### src/hw/rtl/emd_pkg.sv
// ----------------------------------------------------------------------------
// emd_pkg: shared types and constants of the echo motion detector
// Register indexes, reset values, item kinds and the records passed between
// the front end, the queue and the execution back end.
// ----------------------------------------------------------------------------
package emd_pkg;

    localparam int SAMPLE_W = 10;
    localparam int BLINK_W  = 16;
    localparam int PING_W   = 8;
    localparam int SQ_W     = 2 * SAMPLE_W;
    localparam int MAG_W    = SQ_W + 1;
    localparam int CFG_IDX_W  = 3;
    localparam int CFG_DATA_W = 16;
    localparam int DIFF_SHIFT = 4;

    localparam logic [CFG_IDX_W-1:0] REG_OFFSET_LEVEL    = 3'd0;
    localparam logic [CFG_IDX_W-1:0] REG_ON_TICKS        = 3'd1;
    localparam logic [CFG_IDX_W-1:0] REG_IDLE_OFF_TICKS  = 3'd2;
    localparam logic [CFG_IDX_W-1:0] REG_ALERT_OFF_TICKS = 3'd3;
    localparam logic [CFG_IDX_W-1:0] REG_PING_PERIOD     = 3'd4;

    localparam logic [SAMPLE_W-1:0] RST_OFFSET_LEVEL    = 10'd0;
    localparam logic [BLINK_W-1:0]  RST_ON_TICKS        = 16'd40;
    localparam logic [BLINK_W-1:0]  RST_IDLE_OFF_TICKS  = 16'd960;
    localparam logic [BLINK_W-1:0]  RST_ALERT_OFF_TICKS = 16'd160;
    localparam logic [PING_W-1:0]   RST_PING_PERIOD     = 8'd100;

    localparam logic [BLINK_W-1:0] BLINK_MAX = '1;
    localparam logic [PING_W-1:0]  PING_MAX  = '1;

    localparam logic FUNC_TICK = 1'b0;
    localparam logic FUNC_ECHO = 1'b1;

    typedef struct packed {
        logic [SAMPLE_W-1:0] offset_level;
        logic [BLINK_W-1:0]  on_ticks;
        logic [BLINK_W-1:0]  idle_off_ticks;
        logic [BLINK_W-1:0]  alert_off_ticks;
        logic [PING_W-1:0]   ping_period;
    } t_cfg;

    typedef struct packed {
        logic                func;
        logic [SAMPLE_W-1:0] mag_a;
        logic [SAMPLE_W-1:0] mag_b;
        logic [SAMPLE_W-1:0] sensitivity;
    } t_q_item;

endpackage

### src/hw/rtl/emd_in_if.sv
// ----------------------------------------------------------------------------
// emd_in_if: input item channel
// Valid/ready channel carrying one tick or echo item per transfer.
// ----------------------------------------------------------------------------
interface emd_in_if;
    logic                         valid;
    logic                         ready;
    logic                         func;
    logic [emd_pkg::SAMPLE_W-1:0] first_sample;
    logic [emd_pkg::SAMPLE_W-1:0] second_sample;
    logic [emd_pkg::SAMPLE_W-1:0] sensitivity;

    modport source (output valid, func, first_sample, second_sample, sensitivity,
                    input ready);
    modport sink (input valid, func, first_sample, second_sample, sensitivity,
                  output ready);
endinterface

### src/hw/rtl/emd_out_if.sv
// ----------------------------------------------------------------------------
// emd_out_if: result item channel
// Valid/ready channel carrying one result per transfer.
// ----------------------------------------------------------------------------
interface emd_out_if;
    logic                      valid;
    logic                      ready;
    logic                      led;
    logic                      ping_request;
    logic                      motion;
    logic [emd_pkg::MAG_W-1:0] magnitude;

    modport source (output valid, led, ping_request, motion, magnitude, input ready);
    modport sink (input valid, led, ping_request, motion, magnitude, output ready);
endinterface

### src/hw/rtl/emd_cfg_if.sv
// ----------------------------------------------------------------------------
// emd_cfg_if: configuration write channel
// Valid/ready channel carrying a register index and write data.
// ----------------------------------------------------------------------------
interface emd_cfg_if;
    logic                           valid;
    logic                           ready;
    logic [emd_pkg::CFG_IDX_W-1:0]  index;
    logic [emd_pkg::CFG_DATA_W-1:0] data;

    modport source (output valid, index, data, input ready);
    modport sink (input valid, index, data, output ready);
endinterface

### src/hw/rtl/emd_front.sv
// ----------------------------------------------------------------------------
// emd_front: input front end
// Holds the configuration registers, accepts items, removes the offset from
// both echo samples and pushes the classified item into the queue.
// ----------------------------------------------------------------------------
module emd_front (
    input  logic               i_clk,
    input  logic               i_rst_n,
    emd_cfg_if.sink            i_cfg,
    emd_in_if.sink             i_item,
    input  logic               i_full,
    output logic               o_push,
    output emd_pkg::t_q_item   o_item,
    output emd_pkg::t_cfg      o_cfg
);

    emd_pkg::t_cfg r_cfg;
    emd_pkg::t_cfg n_cfg;

    function automatic logic [emd_pkg::SAMPLE_W-1:0] abs_offset(
        input logic [emd_pkg::SAMPLE_W-1:0] sample,
        input logic [emd_pkg::SAMPLE_W-1:0] offset
    );
        logic [emd_pkg::SAMPLE_W-1:0] res;
        if (sample >= offset) begin
            res = sample - offset;
        end else begin
            res = offset - sample;
        end
        return res;
    endfunction

    assign i_cfg.ready = 1'b1;

    always_comb begin
        n_cfg = r_cfg;
        if (i_cfg.valid) begin
            case (i_cfg.index)
                emd_pkg::REG_OFFSET_LEVEL:
                    n_cfg.offset_level = i_cfg.data[emd_pkg::SAMPLE_W-1:0];
                emd_pkg::REG_ON_TICKS:
                    n_cfg.on_ticks = i_cfg.data[emd_pkg::BLINK_W-1:0];
                emd_pkg::REG_IDLE_OFF_TICKS:
                    n_cfg.idle_off_ticks = i_cfg.data[emd_pkg::BLINK_W-1:0];
                emd_pkg::REG_ALERT_OFF_TICKS:
                    n_cfg.alert_off_ticks = i_cfg.data[emd_pkg::BLINK_W-1:0];
                emd_pkg::REG_PING_PERIOD:
                    n_cfg.ping_period = i_cfg.data[emd_pkg::PING_W-1:0];
                default: begin
                end
            endcase
        end
    end

    always_ff @(posedge i_clk) begin
        if (!i_rst_n) begin
            r_cfg.offset_level    <= emd_pkg::RST_OFFSET_LEVEL;
            r_cfg.on_ticks        <= emd_pkg::RST_ON_TICKS;
            r_cfg.idle_off_ticks  <= emd_pkg::RST_IDLE_OFF_TICKS;
            r_cfg.alert_off_ticks <= emd_pkg::RST_ALERT_OFF_TICKS;
            r_cfg.ping_period     <= emd_pkg::RST_PING_PERIOD;
        end else begin
            r_cfg <= n_cfg;
        end
    end

    assign i_item.ready = !i_full;
    assign o_push       = i_item.valid && !i_full;

    always_comb begin
        o_item.func        = i_item.func;
        o_item.mag_a       = abs_offset(i_item.first_sample, r_cfg.offset_level);
        o_item.mag_b       = abs_offset(i_item.second_sample, r_cfg.offset_level);
        o_item.sensitivity = i_item.sensitivity;
    end

    assign o_cfg = r_cfg;

endmodule

### src/hw/rtl/emd_queue.sv
// ----------------------------------------------------------------------------
// emd_queue: item queue between front end and back end
// A small circular buffer that lets either side stall on its own.
// ----------------------------------------------------------------------------
module emd_queue #(
    parameter int DEPTH = 4
) (
    input  logic             i_clk,
    input  logic             i_rst_n,
    input  logic             i_push,
    input  emd_pkg::t_q_item i_item,
    output logic             o_full,
    input  logic             i_pop,
    output logic             o_valid,
    output emd_pkg::t_q_item o_item
);

    localparam int AW = (DEPTH > 1) ? $clog2(DEPTH) : 1;
    localparam int CW = $clog2(DEPTH + 1);
    localparam logic [AW-1:0] LAST = AW'(DEPTH - 1);
    localparam logic [CW-1:0] FULL_COUNT = CW'(DEPTH);

    emd_pkg::t_q_item r_mem [DEPTH];
    logic [AW-1:0]    r_wr_ptr;
    logic [AW-1:0]    r_rd_ptr;
    logic [CW-1:0]    r_count;
    logic [CW-1:0]    n_count;

    assign o_full  = (r_count == FULL_COUNT);
    assign o_valid = (r_count != '0);
    assign o_item  = r_mem[r_rd_ptr];

    always_comb begin
        n_count = r_count;
        if (i_push && !i_pop) begin
            n_count = r_count + CW'(1);
        end else if (!i_push && i_pop) begin
            n_count = r_count - CW'(1);
        end
    end

    always_ff @(posedge i_clk) begin
        if (i_push) begin
            r_mem[r_wr_ptr] <= i_item;
        end
    end

    always_ff @(posedge i_clk) begin
        if (!i_rst_n) begin
            r_wr_ptr <= '0;
            r_rd_ptr <= '0;
            r_count  <= '0;
        end else begin
            if (i_push) begin
                r_wr_ptr <= (r_wr_ptr == LAST) ? '0 : r_wr_ptr + AW'(1);
            end
            if (i_pop) begin
                r_rd_ptr <= (r_rd_ptr == LAST) ? '0 : r_rd_ptr + AW'(1);
            end
            r_count <= n_count;
        end
    end

`ifndef SYNTH
    a_no_pop_empty: assert property (@(posedge i_clk) disable iff (!i_rst_n)
        i_pop |-> r_count != '0)
        else $error("queue popped while empty");

    a_no_push_full: assert property (@(posedge i_clk) disable iff (!i_rst_n)
        i_push |-> r_count != FULL_COUNT)
        else $error("queue pushed while full");

    a_count_up: assert property (@(posedge i_clk) disable iff (!i_rst_n)
        (i_push && !i_pop) |=> r_count == $past(r_count) + CW'(1))
        else $error("queue count did not follow a push");
`endif

endmodule

### src/hw/rtl/emd_back.sv
// ----------------------------------------------------------------------------
// emd_back: execution back end
// Squares the corrected samples in one stage, then updates the LED, ping and
// motion state and holds the result until it is transferred.
// ----------------------------------------------------------------------------
module emd_back (
    input  logic             i_clk,
    input  logic             i_rst_n,
    input  emd_pkg::t_cfg    i_cfg,
    input  logic             i_q_valid,
    input  emd_pkg::t_q_item i_q_item,
    output logic             o_pop,
    emd_out_if.source        o_result
);

    localparam int SQ_W  = emd_pkg::SQ_W;
    localparam int MAG_W = emd_pkg::MAG_W;
    localparam int SW    = emd_pkg::SAMPLE_W;

    logic                        en;

    logic                        r_s_valid;
    logic                        r_s_func;
    logic [SQ_W-1:0]             r_s_sq_a;
    logic [SQ_W-1:0]             r_s_sq_b;
    logic [SW-1:0]               r_s_sens;

    logic                        r_out_valid;
    logic                        r_led_phase;
    logic                        r_ping;
    logic                        r_motion;
    logic [MAG_W-1:0]            r_last_mag;
    logic [emd_pkg::BLINK_W-1:0] r_blink_count;
    logic [emd_pkg::PING_W-1:0]  r_ping_count;

    logic                        n_out_valid;
    logic                        n_led_phase;
    logic                        n_ping;
    logic                        n_motion;
    logic [MAG_W-1:0]            n_last_mag;
    logic [emd_pkg::BLINK_W-1:0] n_blink_count;
    logic [emd_pkg::PING_W-1:0]  n_ping_count;

    logic [emd_pkg::BLINK_W-1:0] blink_inc;
    logic [emd_pkg::PING_W-1:0]  ping_inc;
    logic [emd_pkg::BLINK_W-1:0] off_limit;
    logic [MAG_W-1:0]            mag;
    logic [MAG_W-1:0]            diff;
    logic                        exec;

    assign en    = !r_out_valid || o_result.ready;
    assign o_pop = en && i_q_valid;
    assign exec  = en && r_s_valid;

    always_ff @(posedge i_clk) begin
        if (en) begin
            r_s_func <= i_q_item.func;
            r_s_sq_a <= {{SW{1'b0}}, i_q_item.mag_a} * {{SW{1'b0}}, i_q_item.mag_a};
            r_s_sq_b <= {{SW{1'b0}}, i_q_item.mag_b} * {{SW{1'b0}}, i_q_item.mag_b};
            r_s_sens <= i_q_item.sensitivity;
        end
    end

    always_comb begin
        blink_inc = (r_blink_count != emd_pkg::BLINK_MAX) ?
                    r_blink_count + emd_pkg::BLINK_W'(1) : r_blink_count;
        ping_inc  = (r_ping_count != emd_pkg::PING_MAX) ?
                    r_ping_count + emd_pkg::PING_W'(1) : r_ping_count;
        off_limit = r_motion ? i_cfg.alert_off_ticks : i_cfg.idle_off_ticks;
        mag       = {1'b0, r_s_sq_a} + {1'b0, r_s_sq_b};
        diff      = (mag > r_last_mag) ? mag - r_last_mag : r_last_mag - mag;

        n_out_valid   = en ? r_s_valid : r_out_valid;
        n_led_phase   = r_led_phase;
        n_ping        = r_ping;
        n_motion      = r_motion;
        n_last_mag    = r_last_mag;
        n_blink_count = r_blink_count;
        n_ping_count  = r_ping_count;

        if (exec) begin
            n_ping = 1'b0;
            if (r_s_func == emd_pkg::FUNC_TICK) begin
                n_blink_count = blink_inc;
                n_ping_count  = ping_inc;
                if (r_led_phase) begin
                    if (blink_inc > i_cfg.on_ticks) begin
                        n_blink_count = '0;
                        n_led_phase   = 1'b0;
                    end
                end else begin
                    if (blink_inc > off_limit) begin
                        n_blink_count = '0;
                        n_led_phase   = 1'b1;
                    end
                end
                if (ping_inc > i_cfg.ping_period) begin
                    n_ping_count = '0;
                    n_ping       = 1'b1;
                end
            end else begin
                n_motion   = diff[MAG_W-1:emd_pkg::DIFF_SHIFT] >
                             {{(MAG_W - emd_pkg::DIFF_SHIFT - SW){1'b0}}, r_s_sens};
                n_last_mag = mag;
            end
        end
    end

    always_ff @(posedge i_clk) begin
        if (!i_rst_n) begin
            r_s_valid     <= 1'b0;
            r_out_valid   <= 1'b0;
            r_led_phase   <= 1'b0;
            r_ping        <= 1'b0;
            r_motion      <= 1'b0;
            r_last_mag    <= '0;
            r_blink_count <= '0;
            r_ping_count  <= '0;
        end else begin
            if (en) begin
                r_s_valid <= i_q_valid;
            end
            r_out_valid   <= n_out_valid;
            r_led_phase   <= n_led_phase;
            r_ping        <= n_ping;
            r_motion      <= n_motion;
            r_last_mag    <= n_last_mag;
            r_blink_count <= n_blink_count;
            r_ping_count  <= n_ping_count;
        end
    end

    assign o_result.valid        = r_out_valid;
    assign o_result.led          = r_led_phase;
    assign o_result.ping_request = r_ping;
    assign o_result.motion       = r_motion;
    assign o_result.magnitude    = r_last_mag;

`ifndef SYNTH
    a_ping_clears_count: assert property (@(posedge i_clk) disable iff (!i_rst_n)
        (r_out_valid && r_ping) |-> r_ping_count == '0)
        else $error("ping request without cleared ping counter");

    a_toggle_clears_blink: assert property (@(posedge i_clk) disable iff (!i_rst_n)
        ($past(i_rst_n) && r_led_phase != $past(r_led_phase)) |-> r_blink_count == '0)
        else $error("LED toggled without clearing the blink counter");

    a_mag_only_on_echo: assert property (@(posedge i_clk) disable iff (!i_rst_n)
        ($past(i_rst_n) && r_last_mag != $past(r_last_mag)) |->
        $past(exec && r_s_func == emd_pkg::FUNC_ECHO))
        else $error("magnitude changed without an echo item");
`endif

endmodule

### src/hw/rtl/echo_motion_detector_heartbeat_core.sv
// ----------------------------------------------------------------------------
// echo_motion_detector_heartbeat_core: ultrasonic motion detector with LED
// Top level joining the front end, the item queue and the back end.
// ----------------------------------------------------------------------------
// The block accepts one tick or echo item per clock cycle while the queue is not
// full and returns exactly one result per item, in order. Each item passes
// through the queue and the squaring stage, and the result register then
// holds its result until it is taken. The sustained rate of
// one item per cycle is set by the back end pipeline, which advances whenever
// the result register is empty or being transferred; while results are not
// taken, up to QUEUE_DEPTH items are still accepted into the queue.
// Configuration writes complete in the cycle they are offered and must only be
// made while no item is in flight.
module echo_motion_detector_heartbeat_core #(
    parameter int QUEUE_DEPTH = 4
) (
    input  logic    i_clk,
    input  logic    i_rst_n,
    emd_cfg_if.sink i_cfg,
    emd_in_if.sink  i_item,
    emd_out_if.source o_result
);

    logic             q_push;
    logic             q_full;
    logic             q_pop;
    logic             q_valid;
    emd_pkg::t_q_item q_in_item;
    emd_pkg::t_q_item q_out_item;
    emd_pkg::t_cfg    cfg;

    emd_front u_front (
        .i_clk   (i_clk),
        .i_rst_n (i_rst_n),
        .i_cfg   (i_cfg),
        .i_item  (i_item),
        .i_full  (q_full),
        .o_push  (q_push),
        .o_item  (q_in_item),
        .o_cfg   (cfg)
    );

    emd_queue #(
        .DEPTH (QUEUE_DEPTH)
    ) u_queue (
        .i_clk   (i_clk),
        .i_rst_n (i_rst_n),
        .i_push  (q_push),
        .i_item  (q_in_item),
        .o_full  (q_full),
        .i_pop   (q_pop),
        .o_valid (q_valid),
        .o_item  (q_out_item)
    );

    emd_back u_back (
        .i_clk     (i_clk),
        .i_rst_n   (i_rst_n),
        .i_cfg     (cfg),
        .i_q_valid (q_valid),
        .i_q_item  (q_out_item),
        .o_pop     (q_pop),
        .o_result  (o_result)
    );

endmodule

### src/flat_wrapper.sv
// flat-port wrapper written by rule: the top's interface ports become plain ports
module echo_motion_detector_heartbeat_core_flat 
#(
    parameter int QUEUE_DEPTH = 4
)
  (i_clk, i_rst_n, i_cfg_valid, i_cfg_index, i_cfg_data, i_cfg_ready, i_item_valid, i_item_func, i_item_first_sample, i_item_second_sample, i_item_sensitivity, i_item_ready, o_result_valid, o_result_led, o_result_ping_request, o_result_motion, o_result_magnitude, o_result_ready);
  emd_cfg_if i_cfg_i ();
  emd_in_if i_item_i ();
  emd_out_if o_result_i ();
  input  logic i_clk;
  input  logic i_rst_n;
  input wire logic [$bits(i_cfg_i.valid)-1:0] i_cfg_valid;
  input wire logic [$bits(i_cfg_i.index)-1:0] i_cfg_index;
  input wire logic [$bits(i_cfg_i.data)-1:0] i_cfg_data;
  output wire logic [$bits(i_cfg_i.ready)-1:0] i_cfg_ready;
  input wire logic [$bits(i_item_i.valid)-1:0] i_item_valid;
  input wire logic [$bits(i_item_i.func)-1:0] i_item_func;
  input wire logic [$bits(i_item_i.first_sample)-1:0] i_item_first_sample;
  input wire logic [$bits(i_item_i.second_sample)-1:0] i_item_second_sample;
  input wire logic [$bits(i_item_i.sensitivity)-1:0] i_item_sensitivity;
  output wire logic [$bits(i_item_i.ready)-1:0] i_item_ready;
  output wire logic [$bits(o_result_i.valid)-1:0] o_result_valid;
  output wire logic [$bits(o_result_i.led)-1:0] o_result_led;
  output wire logic [$bits(o_result_i.ping_request)-1:0] o_result_ping_request;
  output wire logic [$bits(o_result_i.motion)-1:0] o_result_motion;
  output wire logic [$bits(o_result_i.magnitude)-1:0] o_result_magnitude;
  input wire logic [$bits(o_result_i.ready)-1:0] o_result_ready;
  assign i_cfg_i.valid = i_cfg_valid;
  assign i_cfg_i.index = i_cfg_index;
  assign i_cfg_i.data = i_cfg_data;
  assign i_cfg_ready = i_cfg_i.ready;
  assign i_item_i.valid = i_item_valid;
  assign i_item_i.func = i_item_func;
  assign i_item_i.first_sample = i_item_first_sample;
  assign i_item_i.second_sample = i_item_second_sample;
  assign i_item_i.sensitivity = i_item_sensitivity;
  assign i_item_ready = i_item_i.ready;
  assign o_result_valid = o_result_i.valid;
  assign o_result_led = o_result_i.led;
  assign o_result_ping_request = o_result_i.ping_request;
  assign o_result_motion = o_result_i.motion;
  assign o_result_magnitude = o_result_i.magnitude;
  assign o_result_i.ready = o_result_ready;
  echo_motion_detector_heartbeat_core #(.QUEUE_DEPTH(QUEUE_DEPTH)) u_core (.i_clk(i_clk), .i_rst_n(i_rst_n), .i_cfg(i_cfg_i), .i_item(i_item_i), .o_result(o_result_i));
endmodule
### config.mk
export PLATFORM = sky130hd
export DESIGN_NAME = echo_motion_detector_heartbeat_core_flat
export DESIGN_NICKNAME = d
export VERILOG_FILES = /design/src/hw/rtl/emd_pkg.sv /design/src/hw/rtl/emd_in_if.sv /design/src/hw/rtl/emd_out_if.sv /design/src/hw/rtl/emd_cfg_if.sv /design/src/hw/rtl/emd_front.sv /design/src/hw/rtl/emd_queue.sv /design/src/hw/rtl/emd_back.sv /design/src/hw/rtl/echo_motion_detector_heartbeat_core.sv /design/src/flat_wrapper.sv
export SDC_FILE = /design/constraint.sdc
export NUM_CORES = 1
export LEC_CHECK = 0
export BUFFER_PORTS_ARGS = -buffer_cell sky130_fd_sc_hd__buf_2
export CAP_MARGIN = 20
export CORE_AREA = 2 2 197 199
export DETAILED_ROUTE_END_ITERATION = 16
export DIE_AREA = 0 0 199 201
export MAX_ROUTING_LAYER = met4
export PLACE_DENSITY = 0.75
export RECOVER_POWER = 25
export REMOVE_ABC_BUFFERS = 1
export SYNTH_ARGS = -nofsm -noshare
export SYNTH_HDL_FRONTEND = slang
export SYNTH_SLANG_ARGS = --single-unit
### constraint.sdc
create_clock -name i_clk -period 9.9 [get_ports i_clk]
set_input_delay 0.99 -clock i_clk [delete_from_list [all_inputs] [get_ports i_clk]]
set_output_delay 0.99 -clock i_clk [all_outputs]
set_load 0.01 [all_outputs]
==> summary by stage, run 1 <==
Run status
The run finished, with violations left. The final reports fail on capacitance limit, slew limit.

Clock tree
In this run the clock root is driven by a sky130_fd_sc_hd__clkbuf_16. In this run, post-CTS repair resized a total of 0 instances. The CTS tree is done. The clock passes through at most 3 buffers. The clock sink count is 298.

The number of hold buffers added after CTS is 0. The number of H-tree branching levels is 2. For the worst-skew pair, the clock arrives at the later sink with an insertion delay of 530 ps. After clock tree synthesis, the clock-pin slew on the worst setup and hold paths is about 60 ps. The number of post-CTS setup repair buffers is 0. Buffers inserted during clock tree synthesis total 34.

Finish
The multi-input combinational cells in the finished layout cover a total of ~13,000 sq um. The fraction of layout cells with a size suffix above 1 is 0.0897. In the final design database the tool counted approximately 2,600 nets. After filler insertion, the fill cell instance count of the layout stands at ~3,100. The repair_antennas step left the layout with diodes totalling 0.

Compared with the post-synthesis result, the final layout area differs by 8.62%. Measured on the finished design, the core utilization comes to 0.619. Across the whole layout, storage elements account for a little under 8000 sq um.

Worst setup path
The worst setup path is captured at a flip-flop. The startpoint type of the worst setup path is a flip-flop. The arrival time at the worst endpoint is ~8000 ps.

The number of cells traversed by the worst register-to-register path is 28. Data on the critical path is required at its endpoint by roughly 10,000 ps. Across all register-to-register paths, the minimum setup slack is about 2100 ps. The delay of the slowest cell on the worst path is around 740 ps. The critical path crosses 28 cells after its start point. The kind of cell with the highest combined delay along the critical path is compound AO/OA/AOI/OAI gates. Along the worst path, the maximum fanout reaches 18. The type of the worst setup path is flip-flop to flip-flop. The slowest stage of the critical path belongs to the cell sky130_fd_sc_hd__o31ai_4. The number of buffer and inverter instances along the worst setup path is 1.

Global routing
After global routing the overflow that remains totals 0. The first-pass GRT wire length is between 70 and 80 mm. Entering global routing, the biggest net connects 67 pins. The number of global-route vias before repair is about 16,000.

The initial antenna violation count was 0. Across every metal layer, demand over resource in global routing totals 0.256.

Routing
For this block, the initial DRC count from the detailed router was 829. The via count normalized by instance count is around 5.7. The count of nets left with antenna violations after detail routing is 0. For this run, design rule violations remaining after detail routing come to 0.

The detailed-route wire length is 47.8 mm. Before antenna repair, the detailed router went through 5 iterations. The final route contains about 15,000 vias. After detailed routing, the average wire length per cell comes to ~17 um.

Placed design
Detailed placement finished with a half-perimeter wire length of roughly 36 mm. During placement, the flow inserted port buffers numbering 80. The congestion estimate from routability-driven global placement came to roughly 0.91.

Die
The die span in x is 199 um. The die covers between 30,000 and 40,000 sq um. Row generation in the floorplan step produced ~70 rows. Pin placement for this block handled 82 I/O pins. The effective utilization at floorplan is 0.570. The floorplan step set the die height to 201 um. The core box area is 38,100 sq um.

Timing
For the finished layout, the period the worst path requires is about 7800 ps. Setup repair after global routing left no endpoint under its margin. The share of the clock period used by the worst path is 0.791.

The worst-case headroom to the max-slew limit is -0.975. The maximum operating frequency is approximately 130 MHz. The number of failing setup endpoints in the final timing report is 0. The clock skew after layout is 21.2 ps. For the pin with the worst max-slew slack, the measured transition is between 2000 and 3000 ps. The number of endpoints with negative hold slack in the final report is 0.

The number of pins with negative max-slew slack in the final report came to 217. The worst-case hold slack is between 400 and 500 ps. The total negative slack for setup checks is 0 ps.

Synthesis
The synthesized design contains approximately 300 register bits. In the synthesized netlist the async set-or-reset flop fraction comes to 0. Ranked by instance count, the synthesized netlist is headed by 252 x sky130_fd_sc_hd__ha_1, 247 x sky130_fd_sc_hd__nand2_1, 237 x sky130_fd_sc_hd__inv_1. The number of instances in the synthesized netlist is approximately 2,100. Of the synthesized area, sequential elements account for 0.354. The synthesized design contains approximately 170 enable-type register cells.

The Yosys step of the flow raised 0 warnings. Yosys attributes the largest share of cell area to sky130_fd_sc_hd__edfxtp_1 24%, sky130_fd_sc_hd__ha_1 15%, sky130_fd_sc_hd__dfxtp_1 12%, sky130_fd_sc_hd__fa_1 8.9%, sky130_fd_sc_hd__nand2_1 4.3%. After synthesis, the mean cell area works out to 10.1 sq um. The cell taking the most area after synthesis is sky130_fd_sc_hd__edfxtp_1.

The predominant post-synthesis flop cell is sky130_fd_sc_hd__edfxtp_1. In the post-synthesis netlist, the cell with the most instances is sky130_fd_sc_hd__ha_1. The share of synthesized area in the top cell type comes to 0.239. Summing every instance area after synthesis gives 21,700 sq um. The post-synthesis cell type count is 75.

Min path
The hold path depth is 2. The worst min-delay path category is flip-flop to flip-flop.

Run
Across the run, the number of max-cap violations was 5.
registers in the layout, summed over array words and instances, names as in the netlist, named ones only:
register                             count
u_core.u_back.r_s_func                   1
u_core.u_back.r_blink_count             16
u_core.u_back.o_result.ping_request      1
u_core.u_queue.r_rd_ptr                  2
u_core.u_back.r_ping_count               8
u_core.u_queue.r_wr_ptr                  2
u_core.u_back.o_result.motion            1
u_core.u_back.r_s_valid                  1
u_core.u_back.o_result.valid             1
u_core.u_back.r_s_sq_a                  19
u_core.u_front.o_cfg                    66
u_core.u_back.o_result.magnitude        21
u_core.u_back.r_s_sq_b                  19
u_core.u_back.o_result.led               1
u_core.u_queue.r_count                   3
u_core.u_back.r_s_sens                  10
u_core.u_queue.r_mem                   124
per-stage QoR:
step,instances,setup WS (ps),cell area [sq um]
2_1_floorplan,2062,2630,21400
3_3_place_gp,2673,2340,22500
3_5_place_dp,2673,2110,22500
4_1_cts,2735,2070,23600
5_1_grt,2736,1460,23600
6_report,2736,2070,23600
routing by layer:
layer  GRT usage  part of all wire  wire, um
met5           -                 0         0
met4      0.0621             0.021       998
met3      0.0329             0.042      2030
met2       0.442              0.50     23900
met1       0.320              0.44     20900
path summary, 6_finish.rpt:
| kind | start | end |
|---|---|---|
| worst max-delay path | u_core.u_back.r_s_sq_a[3]$_DFFE_PN_ | u_core.u_back.o_result.motion$_SDFFE_PN0P_ |
| worst min-delay path | u_core.u_front.o_cfg[55]$_SDFFE_PN0P_ | u_core.u_front.o_cfg[55]$_SDFFE_PN0P_ |
| worst max register to register | u_core.u_back.r_s_sq_a[3]$_DFFE_PN_ | u_core.u_back.o_result.motion$_SDFFE_PN0P_ |
| worst min register to register | u_core.u_front.o_cfg[55]$_SDFFE_PN0P_ | u_core.u_front.o_cfg[55]$_SDFFE_PN0P_ |
layout by cell type (no fill, tap or decap), drive strengths merged, types with 16 or more instances in the layout:
cell / netlist / layout
a21boi: 77 / 77
a21o: 40 / 40
a21oi: 104 / 104
a22o: 16 / 16
and2: 75 / 75
and3: 19 / 19
buf: 22 / 76
clkbuf: 56 / 60
dfxtp: 125 / 125
edfxtp: 173 / 173
fa: 96 / 96
ha: 252 / 252
inv: 237 / 239
mux2i: 35 / 35
mux4: 31 / 31
nand2: 247 / 247
nand3: 43 / 43
nand4: 28 / 28
nor2: 73 / 73
nor2b: 30 / 30
nor3: 19 / 19
o211ai: 16 / 16
o21a: 24 / 24
o21ai: 67 / 67
xnor2: 68 / 68
xor2: 34 / 34
tightest hold or removal path, delay by kind of cell, from the launching register on:
kind | cells | cell delay (ps)
and+or+nand+nor | 1 | 40
AOI/OAI and AO/OA | 1 | 60
DFF | 1 | 310
cell type report:
cell class,instances,area share
clock buffer,42,0.0382
tap,518,0.0275
inverter,237,0.0377
clock inverter,20,0.00764
timing repair buffer,94,0.0202
multi-input combinational,1527,0.542
sequential,298,0.326
cells by family after synthesis:
family                   synth area share
adder cells (fa/ha/maj)             0.234
buffers and inverters              0.0567
AND/OR/NAND/NOR                     0.128
AO/OA/AOI/OAI                       0.130
multiplexers                       0.0555
XOR/XNOR                           0.0411
other                            0.000173
flip-flops                          0.354
Power of run 1 is not shown: default switching activity piles up to over one toggle a cycle in this logic, so the estimate is an artifact.
==> inputs of run 2 (changes only) <==
PLACE_DENSITY = 0.78   (was 0.75)
clock period = 7 ns   (was 9.9 ns; I/O delays follow)
==> summary by stage, run 2 (synthesized netlist as in run 1, its figures left out) <==
Placed design
The final weighted congestion of routability-driven global placement is 0.901 (was 0.912). The number of buffers inserted by port buffering is 80 (unchanged). The pre-CTS setup slack is 157 ps (was 2110 ps).

The detailed-placement wirelength estimate was 36.5 mm (was 36.1 mm).

Worst setup path
The launching point of the worst reg2reg path is u_core.u_back.r_s_sq_a[3]$_DFFE_PN_ (unchanged). The start point of the critical path is u_core.u_back.r_s_sq_a[3]$_DFFE_PN_ (unchanged). The library cell contributing the largest single delay on the critical path is sky130_fd_sc_hd__edfxtp_1 (was sky130_fd_sc_hd__o31ai_4). The maximum net fanout on the critical path is 4 (was 18). The category of the worst setup path capture point is a flip-flop (unchanged). The worst reg-to-reg setup slack is 360 ps (was 2070 ps). The number of cells traversed by the worst register-to-register path is 31 (was 28).

The capture instance of the worst register-to-register path is u_core.u_back.o_result.motion$_SDFFE_PN0P_ (unchanged). The delay of the slowest cell on the worst path is 370 ps (was 740 ps). The startpoint type of the worst setup path is a flip-flop (unchanged). The required time of the worst setup path is 7410 ps (was 10,300 ps). The arrival time at the worst endpoint was 7060 ps (was 8230 ps). The type of the worst setup path is flip-flop to flip-flop (unchanged).

Routing
The detailed-route wire length is 48.3 mm (was 47.8 mm). The average wire per standard cell is 17.5 um (about the same). The count of unresolved DRC violations after routing was 0 (unchanged). The via total after detailed routing is 15,548 (was 15,471). The count of routing violations after the opening detailed-route iteration is 890 (was 829). The number of search-and-repair iterations in the first detailed-routing pass is 5 (unchanged). The count of nets left with antenna violations after detail routing was 0 (unchanged).

The via count normalized by instance count was 5.65 (about the same).

Timing
The maximum operating frequency is 151 MHz (was 128 MHz). The worst-case headroom to the max-slew limit came to -0.903 (was -0.975). The transition time at the pin with the least slew margin is 2850 ps (was 2960 ps). The minimum clock period came to 6640 ps (was 7830 ps).

The number of endpoints with negative hold slack in the final report came to 0 (unchanged). The number of pins with negative max-slew slack in the final report was 52 (was 217). The final critical-path setup slack came to 357 ps (was 2070 ps). The number of failing setup endpoints in the final timing report is 0 (unchanged). The share of the clock period used by the worst path is 0.949 (was 0.791).

The clock skew after layout is 26.8 ps (was 21.2 ps). The total negative slack for setup checks is 0 ps (unchanged).

Clock tree
The number of H-tree branching levels was 2 (unchanged). The number of buffers on the longest clock path is 3 (unchanged). The root cell of the clock tree is sky130_fd_sc_hd__clkbuf_16 (unchanged).

The number of buffers added by the clock tree synthesis step came to 34 (unchanged). The CTS tree is done (unchanged). The register clock-pin slew on the reported worst setup and hold paths is 70 ps (was 60 ps). The clock latency on the worst-skew pair is 550 ps (was 530 ps). The clock sink count is 298 (unchanged).

Min path
The hold path depth came to 1 (was 2). The origin of the worst min-delay path is i_item_sensitivity[9] (was u_core.u_front.o_cfg[55]$_SDFFE_PN0P_). The worst-case hold path end point is u_core.u_queue.r_mem[0][9]$_DFFE_PP_ (was u_core.u_front.o_cfg[55]$_SDFFE_PN0P_). The worst min-delay path category is input pin to flip-flop (was flip-flop to flip-flop).

Global routing
The initial antenna violation count was 0 (unchanged). The maximum number of pins on one net before global-route repair was 60 (was 67). The global routing usage summed across all routing layers is 0.257 (was 0.256). The number of global-route vias before repair is 16,159 (was 16,127). The first-pass GRT wire length is 79.7 mm (was 79.9 mm).

The residual overflow from global routing was 0 (unchanged).

Finish
The utilization after layout is 0.626 (was 0.619). The most common library cell in the layout ignoring fill and taps was sky130_fd_sc_hd__ha_1 (unchanged). The diode insertion count for antenna repair is 0 (unchanged). The area overhead of the layout relative to synthesis was 9.78% (was 8.62%). The flip-flop count of the largest register, all copies and words added is 124 (unchanged).

The final-stage net count is 2,614 (was 2,595). The top register by number of flip-flops is u_core.u_queue.r_mem (unchanged). The fraction of layout cells with a size suffix above 1 is 0.102 (was 0.0897). Most used cells in the layout excluding fill and tap cells: 252 x sky130_fd_sc_hd__ha_1, 247 x sky130_fd_sc_hd__nand2_1, 236 x sky130_fd_sc_hd__inv_1 (unchanged).

Die
The height of the chip came to 201 um (unchanged). The number of core rows is 72 (unchanged). The core box area is 38,100 sq um (unchanged). The effective utilization at floorplan is 0.570 (unchanged). The overall die area is 40,000 sq um (unchanged). The die span in x is 199 um (unchanged). The count of boundary I/O pins is 82 (unchanged).

Run status
Result of the run: finished with violations (unchanged). Violations in the final reports: capacitance limit, slew limit (unchanged).

Run
The reported max-cap violation count is 1 (was 5).
[run 2: layout make-up]
class                      instances  area (sq um)
fill                            3050         14300
multi-input combinational       1527         12900
sequential                       298          7700
inverter                         237           890
clock buffer                      40           873
tap                              518           648
timing repair buffer             113           637
clock inverter                    21           216
[run 2: repair_timing]
action / CTS / global route
resized for setup: 0 / 17
hold buffers: 0 / 0
setup buffers: 0 / 3
endpoints found under the hold margin: 0 / 0
setup endpoints to repair: 0 / 2
[run 2: how the worst max path moves through the flow]
stage	slack [ps]	end	depth (start not counted)
global placement	230	u_core.u_back.o_result.motion$_SDFFE_PN0P_	29
CTS	110	u_core.u_back.o_result.motion$_SDFFE_PN0P_	29
global route	-20	u_core.u_back.o_result.motion$_SDFFE_PN0P_	31
finish	360	u_core.u_back.o_result.motion$_SDFFE_PN0P_	31
floorplan	-270	u_core.u_back.r_s_sq_a[19]$_DFFE_PN_	19
detailed placement	160	u_core.u_back.o_result.motion$_SDFFE_PN0P_	30
[run 2: stage by stage]
| step | hold WS [ps] | area, sq um | cells |
|---|---|---|---|
| finish | 404 | 23800 | 2754 |
| global route | 422 | 23800 | 2754 |
| CTS | 342 | 23700 | 2750 |
| detailed placement | 458 | 22700 | 2689 |
| global placement | 450 | 22700 | 2689 |
| floorplan | 438 | 21400 | 2062 |
[run 2: layer usage]
layer | global-route usage | part of all wire
met5 | - | 0
met4 | 0.0728 | 0.024
met3 | 0.0311 | 0.040
met1 | 0.323 | 0.44
met2 | 0.436 | 0.50
[run 2: critical path, delay by kind of cell (launching register included)]
family / cells / cell delay [ps]
flops: 1 / 370
compound gates: 18 / 3450
fa+ha+maj: 3 / 940
simple gates: 5 / 790
mux: 1 / 360
xor+xnor: 2 / 350
buf+inv: 2 / 250
Power of run 2 is left out for the same reason.
